**src/hw/rtl/cbe_pkg.sv**
```systemverilog
package cbe_pkg;

    typedef enum logic [2:0] {
        MUL_IDLE,
        MUL_RUN,
        MUL_DONE
    } t_mul_state;

    typedef enum logic [4:0] {
        ST_IDLE,
        ST_C_UT,
        ST_C_B1,
        ST_C_B2,
        ST_C_TT,
        ST_C_B3,
        ST_C_M1,
        ST_C_M2,
        ST_C_SUM,
        ST_D_UU,
        ST_D_A,
        ST_D_B,
        ST_D_TT,
        ST_D_C,
        ST_D_SUM,
        ST_DIV,
        ST_UPD,
        ST_OUT
    } t_state;

endpackage

```
**src/hw/rtl/cubic_bezier_easing_eval_top.sv**
```systemverilog
// A curve pass is 7 serial multiplies followed by a sum step; a Newton step adds 6 multiplies,
// a divide setup step and a bit-serial divide. Up to MAX_ITERATIONS Newton steps run,
// then a final y pass; busy is high from accept until o_valid.
// One transaction at a time; result shown for one cycle on o_valid; the receiver cannot stall.
// Reset (synchronous, active low) loads the control point defaults and idles.
module cubic_bezier_easing_eval_top #(
    parameter int FRAC_BITS      = 24,
    parameter int MAX_ITERATIONS = 20
) (
    input  logic               i_clk,
    input  logic               i_rst_n,
    input  logic               start,
    output logic               busy,
    input  logic [FRAC_BITS:0] i_x_in,
    output logic               o_valid,
    output logic [FRAC_BITS:0] o_y_out,
    input  logic               i_cfg_we,
    input  logic [1:0]         i_cfg_idx,
    input  logic [FRAC_BITS:0] i_cfg_data
);
    import cbe_pkg::*;

    localparam int W   = FRAC_BITS + 1;
    localparam int SW  = FRAC_BITS + 5;
    localparam int IW  = $clog2(MAX_ITERATIONS + 1);
    localparam logic [W-1:0] ONE = W'(1) << FRAC_BITS;
    localparam longint TOLV = ((longint'(1) << FRAC_BITS) + 999999) / 1000000;
    localparam logic [SW-1:0] TOL = SW'(TOLV);

    logic [W-1:0] r_c1x, r_c1y, r_c2x, r_c2y;
    t_state       r_st, n_st;
    logic [W-1:0] r_tgt, n_tgt, r_t, n_t;
    logic [W:0]   r_tmp, n_tmp, r_tmp2, n_tmp2;
    logic signed [SW-1:0] r_acc, n_acc;
    logic signed [SW-1:0] r_err, n_err;
    logic [IW-1:0] r_it, n_it;
    logic         r_fin, n_fin;
    logic         r_ms, n_ms;
    logic         r_pend, n_pend;
    logic         r_ds, n_ds;
    logic [W-1:0] n_ma, n_mb, r_ma, r_mb;
    logic [W-1:0] r_y, n_y;
    logic         r_ov, n_ov;
    logic         w_mdone, w_ddone;
    logic [W:0]   w_mp;
    logic [W:0]   w_dq;
    logic [W-1:0] w_u, w_p1, w_p2, w_d21m;
    logic         w_dneg;
    logic [SW-1:0] w_aerr, w_adx;
    logic [W-1:0] w_mpw;

    function automatic logic [W-1:0] sat1(input logic [W-1:0] v);
        sat1 = (v > ONE) ? ONE : v;
    endfunction

    always_ff @(posedge i_clk) begin
        if (!i_rst_n) begin
            r_c1x <= W'((2 * (longint'(1) << FRAC_BITS) + 2) / 5);
            r_c1y <= W'(((longint'(1) << FRAC_BITS) + 5) / 10);
            r_c2x <= ONE >> 1;
            r_c2y <= ONE >> 1;
        end else if (i_cfg_we) begin
            unique case (i_cfg_idx)
                2'd0: r_c1x <= i_cfg_data;
                2'd1: r_c1y <= i_cfg_data;
                2'd2: r_c2x <= i_cfg_data;
                default: r_c2y <= i_cfg_data;
            endcase
        end
    end

    always_ff @(posedge i_clk) begin
        if (!i_rst_n) begin
            r_st   <= ST_IDLE;
            r_ms   <= 1'b0;
            r_pend <= 1'b0;
            r_ds   <= 1'b0;
            r_ov   <= 1'b0;
        end else begin
            r_st   <= n_st;
            r_ms   <= n_ms;
            r_pend <= n_pend;
            r_ds   <= n_ds;
            r_ov   <= n_ov;
        end
        r_tgt  <= n_tgt;
        r_t    <= n_t;
        r_tmp  <= n_tmp;
        r_tmp2 <= n_tmp2;
        r_acc  <= n_acc;
        r_err  <= n_err;
        r_it   <= n_it;
        r_fin  <= n_fin;
        r_ma   <= n_ma;
        r_mb   <= n_mb;
        r_y    <= n_y;
    end

    cbe_serial_mul #(.FRAC_BITS(FRAC_BITS)) u_mul (
        .i_clk(i_clk), .i_rst_n(i_rst_n), .i_start(r_ms),
        .i_a(r_ma), .i_b(r_mb), .o_done(w_mdone), .o_p(w_mp)
    );

    cbe_serial_div #(.FRAC_BITS(FRAC_BITS)) u_div (
        .i_clk(i_clk), .i_rst_n(i_rst_n), .i_start(r_ds),
        .i_n(w_aerr[SW-2:0]), .i_d(w_adx[SW-2:0]), .o_done(w_ddone), .o_q(w_dq)
    );

    assign w_u    = ONE - r_t;
    assign w_p1   = r_fin ? sat1(r_c1y) : sat1(r_c1x);
    assign w_p2   = r_fin ? sat1(r_c2y) : sat1(r_c2x);
    assign w_dneg = sat1(r_c1x) > sat1(r_c2x);
    assign w_d21m = w_dneg ? sat1(r_c1x) - sat1(r_c2x) : sat1(r_c2x) - sat1(r_c1x);
    assign w_aerr = r_err[SW-1] ? SW'(-r_err) : SW'(r_err);
    assign w_adx  = r_acc[SW-1] ? SW'(-r_acc) : SW'(r_acc);
    assign w_mpw  = w_mp[W-1:0];

    always_comb begin
        n_st   = r_st;
        n_tgt  = r_tgt;
        n_t    = r_t;
        n_tmp  = r_tmp;
        n_tmp2 = r_tmp2;
        n_acc  = r_acc;
        n_err  = r_err;
        n_it   = r_it;
        n_fin  = r_fin;
        n_ms   = 1'b0;
        n_pend = r_pend;
        n_ds   = 1'b0;
        n_ma   = r_ma;
        n_mb   = r_mb;
        n_y    = r_y;
        n_ov   = 1'b0;
        if (r_pend && w_mdone) n_pend = 1'b0;
        unique case (r_st)
            ST_IDLE: begin
                if (start) begin
                    n_tgt = sat1(i_x_in);
                    n_t   = sat1(i_x_in);
                    n_it  = '0;
                    n_fin = 1'b0;
                    n_ma  = ONE - sat1(i_x_in);
                    n_mb  = sat1(i_x_in);
                    n_ms  = 1'b1;
                    n_pend = 1'b1;
                    n_st  = ST_C_UT;
                end
            end
            ST_C_UT: if (w_mdone) begin
                n_tmp = w_mp;
                n_ma = w_mpw; n_mb = w_u; n_ms = 1'b1; n_pend = 1'b1;
                n_st = ST_C_B1;
            end
            ST_C_B1: if (w_mdone) begin
                n_tmp2 = w_mp;
                n_ma = r_tmp[W-1:0]; n_mb = r_t; n_ms = 1'b1; n_pend = 1'b1;
                n_st = ST_C_B2;
            end
            ST_C_B2: if (w_mdone) begin
                n_tmp = w_mp;
                n_ma = r_t; n_mb = r_t; n_ms = 1'b1; n_pend = 1'b1;
                n_st = ST_C_TT;
            end
            ST_C_TT: if (w_mdone) begin
                n_ma = w_mpw; n_mb = r_t; n_ms = 1'b1; n_pend = 1'b1;
                n_st = ST_C_B3;
            end
            ST_C_B3: if (w_mdone) begin
                n_acc = SW'(w_mp);
                n_ma = r_tmp2[W-1:0]; n_mb = w_p1; n_ms = 1'b1; n_pend = 1'b1;
                n_st = ST_C_M1;
            end
            ST_C_M1: if (w_mdone) begin
                n_acc = r_acc + SW'(3) * SW'(w_mp);
                n_ma = r_tmp[W-1:0]; n_mb = w_p2; n_ms = 1'b1; n_pend = 1'b1;
                n_st = ST_C_M2;
            end
            ST_C_M2: if (w_mdone) begin
                n_acc = r_acc + SW'(3) * SW'(w_mp);
                n_st = ST_C_SUM;
            end
            ST_C_SUM: begin
                if (r_fin) begin
                    n_y  = (r_acc > SW'(ONE)) ? ONE : r_acc[W-1:0];
                    n_ov = 1'b1;
                    n_st = ST_IDLE;
                end else begin
                    n_err = r_acc - SW'(r_tgt);
                    if ((n_err[SW-1] ? -n_err : n_err) < TOL
                        || r_it == IW'(MAX_ITERATIONS)) begin
                        n_fin = 1'b1;
                        n_ma = ONE - r_t; n_mb = r_t; n_ms = 1'b1; n_pend = 1'b1;
                        n_st = ST_C_UT;
                    end else begin
                        n_ma = w_u; n_mb = w_u; n_ms = 1'b1; n_pend = 1'b1;
                        n_st = ST_D_UU;
                    end
                end
            end
            ST_D_UU: if (w_mdone) begin
                n_ma = w_mpw; n_mb = w_p1; n_ms = 1'b1; n_pend = 1'b1;
                n_st = ST_D_A;
            end
            ST_D_A: if (w_mdone) begin
                n_acc = SW'(3) * SW'(w_mp);
                n_ma = w_u; n_mb = r_t; n_ms = 1'b1; n_pend = 1'b1;
                n_st = ST_D_B;
            end
            ST_D_B: if (w_mdone) begin
                n_ma = w_mpw; n_mb = w_d21m; n_ms = 1'b1; n_pend = 1'b1;
                n_st = ST_D_TT;
            end
            ST_D_TT: if (w_mdone) begin
                if (w_dneg) n_acc = r_acc - SW'(6) * SW'(w_mp);
                else        n_acc = r_acc + SW'(6) * SW'(w_mp);
                n_ma = r_t; n_mb = r_t; n_ms = 1'b1; n_pend = 1'b1;
                n_st = ST_D_C;
            end
            ST_D_C: if (w_mdone) begin
                n_ma = w_mpw; n_mb = ONE - sat1(r_c2x); n_ms = 1'b1; n_pend = 1'b1;
                n_st = ST_D_SUM;
            end
            ST_D_SUM: if (w_mdone) begin
                n_acc = r_acc + SW'(3) * SW'(w_mp);
                n_st = ST_DIV;
            end
            ST_DIV: begin
                n_it = r_it + 1'b1;
                if (r_acc == '0) begin
                    n_t = r_err[SW-1] ? ONE : '0;
                    n_ma = ONE - n_t; n_mb = n_t; n_ms = 1'b1; n_pend = 1'b1;
                    n_st = ST_C_UT;
                end else begin
                    n_ds = 1'b1;
                    n_st = ST_UPD;
                end
            end
            ST_UPD: if (w_ddone) begin
                if (r_err[SW-1] == r_acc[SW-1]) begin
                    n_t = ((W + 1)'(r_t) <= w_dq) ? '0 : r_t - w_dq[W-1:0];
                end else begin
                    n_t = ((W + 1)'(r_t) + w_dq > (W + 1)'(ONE)) ? ONE
                        : r_t + w_dq[W-1:0];
                end
                n_ma = ONE - n_t; n_mb = n_t; n_ms = 1'b1; n_pend = 1'b1;
                n_st = ST_C_UT;
            end
            default: n_st = ST_IDLE;
        endcase
    end

    assign busy    = (r_st != ST_IDLE);
    assign o_valid = r_ov;
    assign o_y_out = r_y;
endmodule

```
**src/hw/rtl/cbe_serial_mul.sv**
```systemverilog
module cbe_serial_mul #(
    parameter int FRAC_BITS = 24
) (
    input  logic                 i_clk,
    input  logic                 i_rst_n,
    input  logic                 i_start,
    input  logic [FRAC_BITS:0]   i_a,
    input  logic [FRAC_BITS:0]   i_b,
    output logic                 o_done,
    output logic [FRAC_BITS+1:0] o_p
);
    import cbe_pkg::*;

    localparam int W  = FRAC_BITS + 1;
    localparam int PW = 2 * W;
    localparam int CW = $clog2(W + 1);

    logic [PW-1:0] r_acc, n_acc;
    logic [PW-1:0] r_mcd, n_mcd;
    logic [W-1:0]  r_mpr, n_mpr;
    logic [CW-1:0] r_cnt, n_cnt;
    logic          r_busy, n_busy;
    logic          r_done, n_done;
    logic [PW:0]   w_rnd;

    always_ff @(posedge i_clk) begin
        if (!i_rst_n) begin
            r_busy <= 1'b0;
            r_done <= 1'b0;
        end else begin
            r_busy <= n_busy;
            r_done <= n_done;
        end
        r_acc <= n_acc;
        r_mcd <= n_mcd;
        r_mpr <= n_mpr;
        r_cnt <= n_cnt;
    end

    always_comb begin
        n_acc  = r_acc;
        n_mcd  = r_mcd;
        n_mpr  = r_mpr;
        n_cnt  = r_cnt;
        n_busy = r_busy;
        n_done = 1'b0;
        if (i_start) begin
            n_acc  = '0;
            n_mcd  = PW'(i_a);
            n_mpr  = i_b;
            n_cnt  = '0;
            n_busy = 1'b1;
        end else if (r_busy) begin
            if (r_mpr[0]) n_acc = r_acc + r_mcd;
            n_mcd = r_mcd << 1;
            n_mpr = r_mpr >> 1;
            n_cnt = r_cnt + 1'b1;
            if (r_cnt == CW'(W - 1)) begin
                n_busy = 1'b0;
                n_done = 1'b1;
            end
        end
    end

    assign w_rnd  = {1'b0, r_acc} + ((PW + 1)'(1) << (FRAC_BITS - 1));
    assign o_p    = w_rnd[FRAC_BITS +: W + 1];
    assign o_done = r_done;
endmodule

```
**src/hw/rtl/cbe_serial_div.sv**
```systemverilog
module cbe_serial_div #(
    parameter int FRAC_BITS = 24
) (
    input  logic                 i_clk,
    input  logic                 i_rst_n,
    input  logic                 i_start,
    input  logic [FRAC_BITS+3:0] i_n,
    input  logic [FRAC_BITS+3:0] i_d,
    output logic                 o_done,
    output logic [FRAC_BITS+1:0] o_q
);
    import cbe_pkg::*;

    localparam int DW = FRAC_BITS + 4;
    localparam int NB = DW + FRAC_BITS;
    localparam int CW = $clog2(NB + 1);
    localparam int QW = FRAC_BITS + 2;

    logic [NB-1:0] r_num, n_num;
    logic [DW:0]   r_rem, n_rem;
    logic [NB-1:0] r_q, n_q;
    logic [DW-1:0] r_d, n_d;
    logic [CW-1:0] r_cnt, n_cnt;
    logic          r_busy, n_busy;
    logic          r_done, n_done;
    logic [DW:0]   w_sh;
    logic [NB-1:0] w_cap;

    always_ff @(posedge i_clk) begin
        if (!i_rst_n) begin
            r_busy <= 1'b0;
            r_done <= 1'b0;
        end else begin
            r_busy <= n_busy;
            r_done <= n_done;
        end
        r_num <= n_num;
        r_rem <= n_rem;
        r_q   <= n_q;
        r_d   <= n_d;
        r_cnt <= n_cnt;
    end

    assign w_sh = {r_rem[DW-1:0], r_num[NB-1]};

    always_comb begin
        n_num  = r_num;
        n_rem  = r_rem;
        n_q    = r_q;
        n_d    = r_d;
        n_cnt  = r_cnt;
        n_busy = r_busy;
        n_done = 1'b0;
        if (i_start) begin
            n_num  = {i_n, FRAC_BITS'(0)};
            n_rem  = '0;
            n_q    = '0;
            n_d    = i_d;
            n_cnt  = '0;
            n_busy = 1'b1;
        end else if (r_busy) begin
            n_num = r_num << 1;
            if (w_sh >= {1'b0, r_d}) begin
                n_rem = w_sh - {1'b0, r_d};
                n_q   = {r_q[NB-2:0], 1'b1};
            end else begin
                n_rem = w_sh;
                n_q   = {r_q[NB-2:0], 1'b0};
            end
            n_cnt = r_cnt + 1'b1;
            if (r_cnt == CW'(NB - 1)) begin
                n_busy = 1'b0;
                n_done = 1'b1;
            end
        end
    end

    assign w_cap = NB'(1) << (FRAC_BITS + 1);
    assign o_q   = (r_q >= w_cap) ? QW'(w_cap) : r_q[QW-1:0];
    assign o_done = r_done;
endmodule

```
**config.mk**
```make
export PLATFORM = sky130hd
export DESIGN_NAME = cubic_bezier_easing_eval_top
export DESIGN_NICKNAME = d
export VERILOG_FILES = /design/src/hw/rtl/cbe_pkg.sv /design/src/hw/rtl/cubic_bezier_easing_eval_top.sv /design/src/hw/rtl/cbe_serial_mul.sv /design/src/hw/rtl/cbe_serial_div.sv
export SDC_FILE = /design/constraint.sdc
export NUM_CORES = 2
export LEC_CHECK = 0
export ABC_CLOCK_PERIOD_IN_PS = 8800
export BUFFER_PORTS_ARGS = -buffer_cell sky130_fd_sc_hd__buf_2
export CORE_ASPECT_RATIO = 1.2
export CORE_MARGIN = 3
export CORE_UTILIZATION = 50
export DETAILED_ROUTE_END_ITERATION = 10
export GPL_TIMING_DRIVEN = 1
export PLACE_DENSITY_LB_ADDON = 0.25
export SYNTH_ARGS = -nofsm -noshare
export SYNTH_HDL_FRONTEND = slang
export SYNTH_SLANG_ARGS = --single-unit
```
**constraint.sdc**
```tcl
create_clock -name i_clk -period 8.8 [get_ports i_clk]
set_input_delay 0.44 -clock i_clk [delete_from_list [all_inputs] [get_ports i_clk]]
set_output_delay 0.44 -clock i_clk [all_outputs]
set_load 0.05 [all_outputs]
```
* Word level (Yosys, flattened, before mapping)
Cells that the tools add are included.
W data, S select, Z words.
** Storage, ports and cells
- Flip-flop bits (word level) :: 623
- Bits of input ports :: 56
- Output and inout bits :: 27
- Logic and storage cells :: 257
** Cells by class
- Add/sub/neg operators :: 23
- Multipliers :: 2
- $lt $le $gt $ge :: 12
- Eq/ne operators :: 45
- Muxes and demuxes :: 94
- Bitwise logic cells :: 5
- Reduce and logical (&&, ||, !) cells :: 43
** Operators by type and width (number)
- $mux W25 :: 36
- $pmux W25 S10 :: 1
- $pmux W25 S9 :: 1
- $mux W29 :: 6
- $gt A25 B25 Y1 const B :: 5
- $sub A25 B25 Y25 const A :: 5
- $pmux W29 S4 :: 1
- $mux W52 :: 2
- $mux W5 :: 17
- $pmux W5 S17 :: 1
- $mux W28 :: 3
- $pmux W25 S3 :: 1
- $sub A25 B25 Y25 :: 3
- $mul A2 B26 Y28 const A :: 2
- $neg A28 Y28 :: 2
- $ge A52 B26 Y1 const B :: 1
- $add A50 B24 Y50 const B :: 1
- $add A50 B50 Y50 :: 1
- $eq A5 B4 Y1 const B :: 8
- $ne A2 B1 Y1 const B :: 20
- $add A29 B28 Y29 :: 1
- $add A29 B29 Y29 :: 1
- $ge A29 B28 Y1 :: 1
- $gt A29 B25 Y1 const B :: 1
- 48 further kinds :: 103

* Logic depth before layout (Yosys ltp)
- Depth after elaboration :: 11
- Depth in mapped cells :: 37

* Hierarchy
Synthesis repeated with hierarchy kept, for this count alone.
** Unflattened totals
- Cell total of the unflattened synthesis :: 5573
- Area, all modules :: 47036.4 µm²
** Modules (own cells, without submodules)
- cubic_bezier_easing_eval_top :: times used 1, cells an instance 3984, area an instance 31660.4 µm²
- cbe_serial_mul :: times used 1, cells an instance 883, area an instance 8097.8 µm²
- cbe_serial_div :: times used 1, cells an instance 706, area an instance 7278.2 µm²

* Worst setup path after synthesis
OpenSTA, ideal clock, no wires.
- Kind :: flip-flop to flip-flop
- Start :: register r_c2x[2]
- End :: register r_acc[26] (data pin)
- Arrival :: 7.831 ns
- Data required time :: 8.539 ns
- Setup slack :: 0.708 ns
- Cell stages (with the launch flop) :: 37
- Buffers on the path :: 4
- Cells stage by stage :: dfxtp_1 > nor4_1 > nor2b_1 > nand2_1 > nor2_1 > nand3_1 > nand2_1 > clkbuf_1 > nand2_1 > ha_1 > clkbuf_1 > a21oi_1 > nand2_1 > a221o_1 > a211oi_1 > a21oi_1 > a41o_1 > o31ai_1 > clkbuf_1 > clkbuf_1 > nor2_1 > xor2_1 > ha_1 > o21ai_0 > o211ai_1 > or3b_2 > nand4_1 > a31o_2 > a21o_1 > and2_1 > o41ai_1 > o21ai_0 > o41a_1 > a21o_1 > a21oi_1 > xnor2_1 > a221o_1
** On the way
- Word-level cells in the longest chain between the ends :: 6
** Ends and longest elaborated chain
- start, declared :: line cubic_bezier_easing_eval_top.sv:30 : logic [W-1:0] r_c1x, r_c1y, r_c2x, r_c2y;
- start signal, assigned :: line cubic_bezier_easing_eval_top.sv:60 : r_c2x <= ONE >> 1;
- start signal, assigned :: line cubic_bezier_easing_eval_top.sv:66 : 2'd2: r_c2x <= i_cfg_data;
- $gt A25 B25 Y1 :: line cubic_bezier_easing_eval_top.sv:53 : sat1 = (v > ONE) ? ONE : v;
- $mux W25 * :: line cubic_bezier_easing_eval_top.sv:53
- $gt A25 B25 Y1 * :: line cubic_bezier_easing_eval_top.sv:112 : assign w_dneg = sat1(r_c1x) > sat1(r_c2x);
- $mux W29 * :: line cubic_bezier_easing_eval_top.sv:215 : if (w_dneg) n_acc = r_acc - SW'(6) * SW'(w_mp);
- $mux W29 * :: line cubic_bezier_easing_eval_top.sv:214 : ST_D_TT: if (w_mdone) begin
- $pmux W29 S4 * :: line cubic_bezier_easing_eval_top.sv:136 : unique case (r_st)
- via n_acc[26] :: line cubic_bezier_easing_eval_top.sv:34 : logic signed [SW-1:0] r_acc, n_acc;
- end signal, assigned :: line cubic_bezier_easing_eval_top.sv:90 : r_acc <= n_acc;
- end, declared :: line cubic_bezier_easing_eval_top.sv:34
The timed path passes the listed nets; every way through them passes the cells marked *. The select of a mux whose other input is x is not followed.
A chain may end at the register's enable or synchronous reset.

* Worst setup path after layout
- Start :: register r_c2x[15]
- End :: register r_acc[26] (data pin)
The elaborated chain is that of the path after synthesis.

==> impl_metrics.tcl <==
set metrics [dict create \
    outcome "finished, final reports clean" \
    syn-num-nets 5830 \
    initial_core_util_pct 50.8 \
    clock-root-buffer "clkbuf_16" \
    synth_xor_area_share_pct 6.49 \
    r2r-start "r_c2x[15]" \
    cts_buffers 70 \
    tightestPinTransition_ns 1.40 \
    synth-seq-cells 623 \
    muxShareOfSynthArea_pct 4.03 \
    r2r_slack_ns 0.50 \
    wl_per_cell_um 23.3 \
    holdPathEnd "r_c1x[18]" \
    track_usage_pct 31.0 \
    r2r-end "r_acc[26]" \
    dp.cells 6587 \
    slowest_delay_ns 0.44 \
    p_int_mw 7.83 \
    synth-simple-area-share_pct 19.9 \
    setup_tns_ns 0 \
    drt-vias-per-instance 6.33 \
    synth_edf_count 345 \
    finalHoldViolCount 0 \
    cts.reportedPaths.clkPinSlew_ns 0.06 \
    cts_tree "built" \
    clk_latency_ns 0.64 \
    synth_area_sq_mm 0.0464 \
    p_comb_share_pct 45.2 \
    drtIter0Drc 4094 \
    ctsHoldBuffers 0 \
    grt_first_pass_wirelength_um 236000 \
    grt_max_degree 113 \
    gp_congestion 1.03 \
    ys.flop_type "edfxtp_1" \
    synth_top_area_share_pct 22.3 \
    synth_fa_ha_area_share_pct 8.44 \
    drive_gt1_share_pct 8.33 \
    portBuffers 82 \
    hold_ws_ns 0.0838 \
    grt_antenna_before_repair 7 \
    synth-compound-area-share_pct 22.4 \
    die_y_um 340 \
    num_rows 121 \
    synth_area_leaders "edfxtp_1, dfxtp_1, ha_1" \
    async_flop_share_pct 0 \
    cts.htree.levels 3 \
    netSwitchingPower_mw 5.58 \
    final_area_sq_mm 0.0506 \
    fmax_ghz 0.121 \
    yosys.area.top_type "edfxtp_1" \
    coreArea_sq_mm 0.0913 \
    reg2reg_depth 32 \
    fin_crit_sh_pct 94.3 \
    cp_slowest_cell "ha_1" \
    power_frac_seq_pct 31.2 \
    hold_class "primary input to flip-flop" \
    dpl_cell_area_sq_mm 0.0480 \
    path_class "flip-flop to flip-flop" \
    yosys_warnings 0 \
    place_hpwl_um 118000 \
    required_ns 9.18 \
    chipWidth_um 284 \
    slew_headroom_pct 5.81 \
    wl_um 156000 \
    synth_area_per_cell_sq_um 8.49 \
    critPathMostFrequentCell "nand2_1" \
    cts_max_path_buffers 3 \
    swShare_pct 41.6 \
    ys_seq_area_share_pct 34.3 \
    synth_most_common_cell "nand2_1" \
    pwr-share-clk_pct 23.6 \
    instances_no_fill 6720 \
    cts_sinks 623 \
    min_path_cells 3 \
    slew_violations 0 \
    p_leak_nw 20.4 \
    power_density_mw_per_mm2 265 \
    setup_violations 0 \
    synth_common_cells "nand2_1, nor2_1, a21oi_1" \
    rsz0062_at_grt "false" \
    flow.area_growth_from_synthesis_pct 9.00 \
    yosysUniqueCellTypes 112 \
    drtPass1Iterations 9 \
    dieArea_sq_mm 0.0965 \
    gr-total-overflow 0 \
    dp_slack_ns 0.136 \
    vdd_drop_max_uv 185 \
    nets 5793 \
    worst_setup_path_start_kind "flip-flop" \
    skew_ns 0.0212 \
    end_kind "flip-flop" \
    via_count 42500 \
    max_cap_viol_count 0 \
    setup_ws_ns 0.503 \
    drc 0 \
    hp-start "i_cfg_data[18]" \
    synth_top_family_by_area "compound AO/OA/AOI/OAI gates" \
    grt_pass1_vias 40100 \
    critPathMaxFanout 11 \
    cp.arrival_ns 8.68 \
    ios 83 \
    ant_nets 0 \
    period_needed_ns 8.30 \
    netlist_instances 5467 \
]
==> registers in the layout, indices dropped and copies added, names as in the netlist, 28 cells and up <==
name,cells
u_div.r_q,52
u_mul.r_acc,50
u_mul.r_mcd,50
r_acc,29
r_err,29
u_div.r_d,28
u_div.r_num,28
u_div.r_rem,28
==> kinds of logic after synthesis <==
logic type	Yosys count
compound gates	1542
xor+xnor	343
fa+ha+maj	307
buf+inv	532
flops	623
mux	179
simple gates	1941
==> timing repair <==
action	4_1_cts	5_1_grt
setup endpoints to repair	0	5
gates resized for setup	0	6
buffers inserted	0	1
==> power by group through the flow <==
stage	Combinational (mW)	Clock (mW)	Sequential, mW
floorplan	4.23	0	4.04
finish	6.06	3.17	4.19
global placement	5.80	0	4.22
detailed placement	5.83	0	4.23
global route	6.51	3.32	4.21
CTS	5.88	3.21	4.17
==> area by class of cell <==
cell class                 instances  area (sq um)
timing repair buffer             166          1050
clock buffer                      92          1940
clock inverter                    37           529
fill                            8342         40700
inverter                         257           965
antenna                            3          7.51
multi-input combinational       4312         28600
sequential                       623         15900
tap                             1230          1540
==> per-layer routing <==
layer | up-vias | track usage [%] | part of all wire, %
met5 | - | 0 | 0.011
met4 | 2 | 16.7 | 5.9
met3 | 440 | 5.15 | 8.4
met2 | 1917 | 51.6 | 46
met1 | 20200 | 38.6 | 40
li1 | 20000 | - | -
==> worst max path at each step <==
| stage | start | depth (start not counted) | end | slack [ns] |
|---|---|---|---|---|
| global route | r_c2x[15] | 32 | r_acc[26] | 0.05 |
| CTS | r_c2x[3] | 32 | r_acc[26] | 0.09 |
| floorplan | r_c2x[2] | 36 | r_acc[26] | 0.71 |
| global placement | r_c2x[2] | 33 | r_acc[26] | 0.24 |
| finish | r_c2x[15] | 32 | r_acc[26] | 0.50 |
| detailed placement | r_c2x[3] | 32 | r_acc[26] | 0.14 |
==> metrics by stage <==
stage | util (%) | power [mW]
2_1_floorplan | - | 8.27
3_3_place_gp | 52.6 | 10.0
3_5_place_dp | 52.6 | 10.1
4_1_cts | 55.3 | 13.3
5_1_grt | 55.4 | 14.1
6_report | 55.4 | 13.4
==> placed cells by master (no fill, tap or decap), drive strengths merged, types with 101 or more instances in the layout <==
cell / count
nor2: 470
nand2: 678
edfxtp: 345
ha: 297
a21oi: 391
mux2i: 118
inv: 260
buf: 166
nor3: 101
o21ai: 289
a21o: 112
nand3: 142
xnor2: 219
xor2: 124
dfxtp: 278
==> critical path: cells and delay by family (launching register included) <==
| family | cells | cell delay [ns] |
|---|---|---|
| compound gates | 16 | 4.52 |
| simple gates | 12 | 2.20 |
| fa+ha+maj | 2 | 0.72 |
| flops | 1 | 0.35 |
| xor+xnor | 2 | 0.24 |
No activity file was read; power rests on OpenSTA's default activity.
